$ cat src/hw/rtl/mcoc_pkg.sv
// Shared types and constants for the matrix chain order cost block.
package mcoc_pkg;

  localparam int MAX_MATRICES = 16;
  localparam int DIM_WIDTH    = 16;
  localparam int COST_WIDTH   = 48;
  localparam int ROOT_W       = 5;
  localparam int STATUS_W     = 2;

  typedef enum logic [STATUS_W-1:0] {
    STATUS_OK   = 2'd0,
    STATUS_FEW  = 2'd1,
    STATUS_MANY = 2'd2
  } status_t;

  typedef enum logic [2:0] {
    ST_LOAD,
    ST_HDR,
    ST_SPLIT,
    ST_DRAIN,
    ST_FINISH
  } state_t;

  // One issue slot of the split pipeline.
  // first: split k == i, so the left sub-chain is a single matrix (cost 0).
  // last:  split k+1 == j, so the right sub-chain is a single matrix (cost 0).
  typedef struct packed {
    logic              valid;   // split evaluation
    logic              hdr;     // fetch of the interval's outer dimensions
    logic              first;
    logic              last;
    logic [ROOT_W-1:0] split;   // k+1
  } tag_t;

  typedef struct packed {
    logic busy;
    logic wr_en;
    logic ovf;
  } pipe_stat_t;

endpackage

$ cat src/hw/rtl/mcoc_split_pipe.sv
// Split evaluation pipeline: saturating cost per split, running minimum per interval.
module mcoc_split_pipe #(
  parameter int DimWidth  = mcoc_pkg::DIM_WIDTH,
  parameter int CostWidth = mcoc_pkg::COST_WIDTH,
  parameter int CostAddrW = 8
) (
  input  logic                          clk,
  input  logic                          rst,
  input  mcoc_pkg::tag_t                tag,
  input  logic [CostAddrW-1:0]          wr_addr_in,
  input  logic [DimWidth-1:0]           dim_a,
  input  logic [DimWidth-1:0]           dim_b,
  input  logic [CostWidth-1:0]          cost_a,
  input  logic [CostWidth-1:0]          cost_b,
  output mcoc_pkg::pipe_stat_t          stat,
  output logic [CostAddrW-1:0]          wr_addr,
  output logic [CostWidth-1:0]          wr_cost,
  output logic [mcoc_pkg::ROOT_W-1:0]   wr_split
);

  localparam int RootW = mcoc_pkg::ROOT_W;
  localparam int ProdW = 2 * DimWidth;
  localparam int P3W   = 3 * DimWidth;
  localparam int SumW  = CostWidth + 1;
  localparam int QCmpW = (ProdW > CostWidth) ? ProdW : CostWidth;
  localparam int TotW  = ((SumW > P3W) ? SumW : P3W) + 1;
  localparam logic [CostWidth-1:0] CostMax = {CostWidth{1'b1}};

  mcoc_pkg::tag_t s2_tag, s3_tag, s4_tag;

  logic [DimWidth-1:0]  dim_i, dim_j;
  logic [CostWidth-1:0] c_left, c_right;
  logic [ProdW-1:0]     s2_q;
  logic [SumW-1:0]      s2_sum, s3_sum;
  logic [P3W-1:0]       s3_p;
  logic                 s3_ov1;
  logic [TotW-1:0]      s3_total;
  logic                 s3_ovf;
  logic [CostWidth-1:0] s4_cost;
  logic                 s4_ov;
  logic [CostAddrW-1:0] s2_addr, s3_addr, s4_addr;
  logic [CostWidth-1:0] best_cost, best_next;
  logic [RootW-1:0]     best_split, split_next;
  logic                 upd;

  // single-matrix sub-chains cost nothing
  assign c_left  = tag.first ? '0 : cost_a;
  assign c_right = tag.last  ? '0 : cost_b;

  assign s3_total = TotW'(s3_sum) + TotW'(s3_p);
  assign s3_ovf   = s3_ov1 || (s3_total > TotW'(CostMax));

  // strict less-than keeps the smallest split on ties
  assign upd        = s4_tag.first || (s4_cost < best_cost);
  assign best_next  = upd ? s4_cost : best_cost;
  assign split_next = upd ? s4_tag.split : best_split;

  assign stat.busy  = s2_tag.valid || s3_tag.valid || s4_tag.valid;
  assign stat.wr_en = s4_tag.valid && s4_tag.last;
  assign stat.ovf   = s4_tag.valid && s4_ov;
  assign wr_addr    = s4_addr;
  assign wr_cost    = best_next;
  assign wr_split   = split_next;

  always_ff @(posedge clk) begin
    if (rst) begin
      s2_tag <= '0;
      s3_tag <= '0;
      s4_tag <= '0;
    end else begin
      s2_tag <= tag;
      s3_tag <= s2_tag;
      s4_tag <= s3_tag;
    end
  end

  always_ff @(posedge clk) begin
    if (tag.hdr) begin
      dim_i <= dim_a;
      dim_j <= dim_b;
    end
    s2_q    <= ProdW'(dim_i) * ProdW'(dim_a);
    s2_sum  <= SumW'(c_left) + SumW'(c_right);
    s2_addr <= wr_addr_in;
    s3_p    <= P3W'(s2_q) * P3W'(dim_j);
    s3_ov1  <= QCmpW'(s2_q) > QCmpW'(CostMax);
    s3_sum  <= s2_sum;
    s3_addr <= s2_addr;
    // a clamped first product times a zero dimension adds nothing, but still flags
    s4_cost <= (s3_total > TotW'(CostMax)) ? CostMax : s3_total[CostWidth-1:0];
    s4_ov   <= s3_ovf;
    s4_addr <= s3_addr;
    if (s4_tag.valid) begin
      best_cost  <= best_next;
      best_split <= split_next;
    end
  end

endmodule

$ cat config.mk
export PLATFORM = sky130hd
export DESIGN_NAME = mcoc_split_pipe
export DESIGN_NICKNAME = d
export VERILOG_FILES = /design/src/hw/rtl/mcoc_pkg.sv /design/src/hw/rtl/mcoc_split_pipe.sv
export SDC_FILE = /design/constraint.sdc
export NUM_CORES = 2
export LEC_CHECK = 0
export BUFFER_PORTS_ARGS = -buffer_cell sky130_fd_sc_hd__buf_2
export CAP_MARGIN = 15
export CORE_MARGIN = 4
export CORE_UTILIZATION = 35
export DETAILED_ROUTE_END_ITERATION = 8
export SLEW_MARGIN = 20
export SYNTH_ARGS = -nofsm -noshare
export SYNTH_HDL_FRONTEND = slang
export SYNTH_SLANG_ARGS = --single-unit
$ cat constraint.sdc
create_clock -name clk -period 15.1 [get_ports clk]
set_clock_uncertainty 0.05 [all_clocks]
set_input_delay 3.775 -clock clk [delete_from_list [all_inputs] [get_ports clk]]
set_output_delay 3.775 -clock clk [all_outputs]
set_load 0.02 [all_outputs]
==> impl_metrics.env <==
export IMPL_status="complete, no violations"
export IMPL_use_met1_pct=20.2
export IMPL_layout_drive_gt1_share_pct=8.72
export IMPL_routabilityCongestion=0.850
export IMPL_crit_path_end_kind="register"
export IMPL_clkTransAtPathRegs_ns=0.06
export IMPL_drtIter0Drc=1462
export IMPL_synth_cell_types=69
export IMPL_grt_use_met3_pct=2.10
export IMPL_min_period_ns=9.67
export IMPL_start_util_pct=35.3
export IMPL_layout_common_cells="inv_1 (793), fa_1 (614), nand2_1 (608), ha_1 (367), and2_1 (311)"
export IMPL_cap_viol_max_count=0
export IMPL_cts_tree="yes"
export IMPL_dp_hpwl_mm=76.0
export IMPL_synthCells=4330
export IMPL_drcViolationCount=0
export IMPL_synth_edf_count=85
export IMPL_grt_use_met2_pct=29.1
export IMPL_setup_viol=0
export IMPL_antenna_found_initial=1
export IMPL_grt_pass1_vias=30680
export IMPL_die_h_microns=347
export IMPL_syn_nets=5458
export IMPL_final_hold_violation_count=0
export IMPL_worst_pin_slew_ns=1.08
export IMPL_top_usage_layer="met2"
export IMPL_syn_cell_area_sq_um=40300
export IMPL_postCtsSetupBuffers=0
export IMPL_fin_setup_tns_ns=0
export IMPL_hold_buffers=0
export IMPL_grt_usage_pct=16.2
export IMPL_path_class="primary input to register"
export IMPL_wirelength_mm=97.1
export IMPL_fin_crit_sh_pct=64.1
export IMPL_die_w_microns=347
export IMPL_area_delta_synth_final_pct=10.3
export IMPL_die_area_sq_um=121000
export IMPL_grt_pass1_wl_mm=160
export IMPL_worstPathMaxFanout=17
export IMPL_core_sq_um=114000
export IMPL_portBuffers=210
export IMPL_ys_ff_latch=360
export IMPL_vias=29213
export IMPL_clockRootBuffer="clkbuf_16"
export IMPL_drv_slew=0
export IMPL_fin_nets=5586
export IMPL_rsz0062_at_grt="no"
export IMPL_overflow=0
export IMPL_worst_endpoint_required_ns=15.60
export IMPL_crit_arrival_ns=10.17
export IMPL_syn_area_per_cell_sq_um=9.31
export IMPL_num_fill_cells=11478
export IMPL_antenna_left=0
export IMPL_max_freq_mhz=103
export IMPL_antennaDiodeCount=0
export IMPL_cts_buffers=45
export IMPL_relSlewSlack_pct=27.9
export IMPL_clkSinkCount=360
export IMPL_cts_resized=0
export IMPL_num_rows=124
export IMPL_first_pass_iters=5
export IMPL_final_common_cell="inv_1"
export IMPL_clk_latency_ns=0.62
export IMPL_routedWlPerCell_microns=16.2
export IMPL_grt_start_max_net_pins=54
export IMPL_cts_max_level=2
export IMPL_holdCritPathClass="register to register"
export IMPL_yosysWarnings=0
export IMPL_setup_worst_path_start_class="primary input"
export IMPL_synthFlopType="dfxtp_1"
export IMPL_pin_count=211
export IMPL_viasPerCell=4.86
export IMPL_clock_path_buffers=3
export IMPL_yosysSeqAreaShare_pct=20.0
export IMPL_async_flop_share_pct=0
[sequential cells by signal, indices dropped and copies added (netlist names)]
signal      cells
s3_p           48
s3_sum         49
dim_i          16
best_cost      48
s3_addr         8
s2_tag          8
s2_sum         49
best_split      5
s2_q           32
s3_tag          8
dim_j          16
s4_cost        48
s2_addr         8
s4_tag          8
wr_addr         8
s4_ov           1
[per-stage QoR]
stage	area (sq um)	instances	hold slack, ns	util (%)	worst slack, ns
floorplan	40300	4330	0.260	-	5.53
finish	44500	6007	0.263	38.9	5.43
global route	44500	6007	0.273	38.9	5.00
detailed placement	42900	5923	0.262	37.5	4.82
CTS	44500	6007	0.263	38.9	5.49
global placement	42900	5923	0.260	37.5	4.93
[layout make-up]
class                   instances  area [sq um]  share of cell area [%]
clock buffers                  54          1260                    2.84
clock inverters                30           345                   0.777
inverters                     793          2980                    6.69
multi-input cells            3022         28700                    64.5
flip-flops and latches        360          8060                    18.1
well taps                    1512          1890                    4.25
repair buffers                236          1250                    2.80
[final timing paths]
check	depth (start not counted)	endpoint	slack, ns	from
min reg2reg	0	s3_sum[30]$_DFF_P_	0.26	s2_sum[30]$_DFF_P_
max	21	s2_q[31]$_DFF_P_	5.43	dim_a[1]
max reg2reg	23	s3_p[46]$_DFF_P_	7.55	s2_q[7]$_DFF_P_
min	0	s3_sum[30]$_DFF_P_	0.26	s2_sum[30]$_DFF_P_
[cell families (layout without fill, tap and decap cells)]
family	after synthesis	after routing	synth area share, %
AOI/OAI and AO/OA	546	546	8.85
DFF	360	360	20.0
muxes	57	57	1.58
and+or+nand+nor	1282	1282	15.4
buffers and inverters	948	1113	8.91
adders and majority gates	981	981	41.9
xor gates and xnor gates	156	156	3.39
[routing by layer]
metal | share of wire (%) | vias to the layer above | wire, microns
li1 | - | 13794 | -
met1 | 41 | 14653 | 40000
met2 | 51 | 608 | 49900
met3 | 4.4 | 156 | 4290
met4 | 3.0 | 2 | 2880
met5 | 0.013 | - | 13
[worst max-delay path: stages]
cell	delay, ns
buf_2	0.28
nand2_1	0.13
fa_1	0.57
inv_1	0.06
fa_1	0.52
inv_1	0.06
fa_1	0.50
fa_1	0.54
inv_1	0.05
fa_1	0.49
fa_1	0.41
ha_1	0.36
nand4_1	0.22
or4_1	0.16
nand2_1	0.08
o31ai_1	0.54
a311oi_1	0.33
a2111oi_0	0.61
o21bai_1	0.15
a21oi_1	0.20
xnor2_1	0.13
[cells in the mapped netlist (13+ instances only)]
cell | n | area, sq um
inv_1 | 793 | 2980
fa_1 | 614 | 12300
nand2_1 | 608 | 2280
ha_1 | 367 | 4590
and2_1 | 311 | 1950
dfxtp_1 | 275 | 5510
a21oi_1 | 161 | 806
clkbuf_1 | 148 | 556
nor2b_1 | 138 | 863
xnor2_1 | 108 | 946
o21ai_0 | 99 | 495
a21o_1 | 90 | 676
nor2_1 | 90 | 338
edfxtp_1 | 85 | 2550
mux2_2 | 54 | 608
xor2_1 | 48 | 420
nand3_1 | 36 | 180
o21bai_1 | 34 | 255
a211oi_1 | 28 | 210
nand4_1 | 24 | 150
a31oi_1 | 23 | 144
nor3_1 | 21 | 105
o21a_1 | 19 | 143
nand2b_1 | 17 | 106
o211ai_1 | 14 | 105
and3_1 | 13 | 81.3
Power is left out: the tool's default activity adds up to more than one toggle a clock period on the data nets, which glitch-free logic cannot reach.
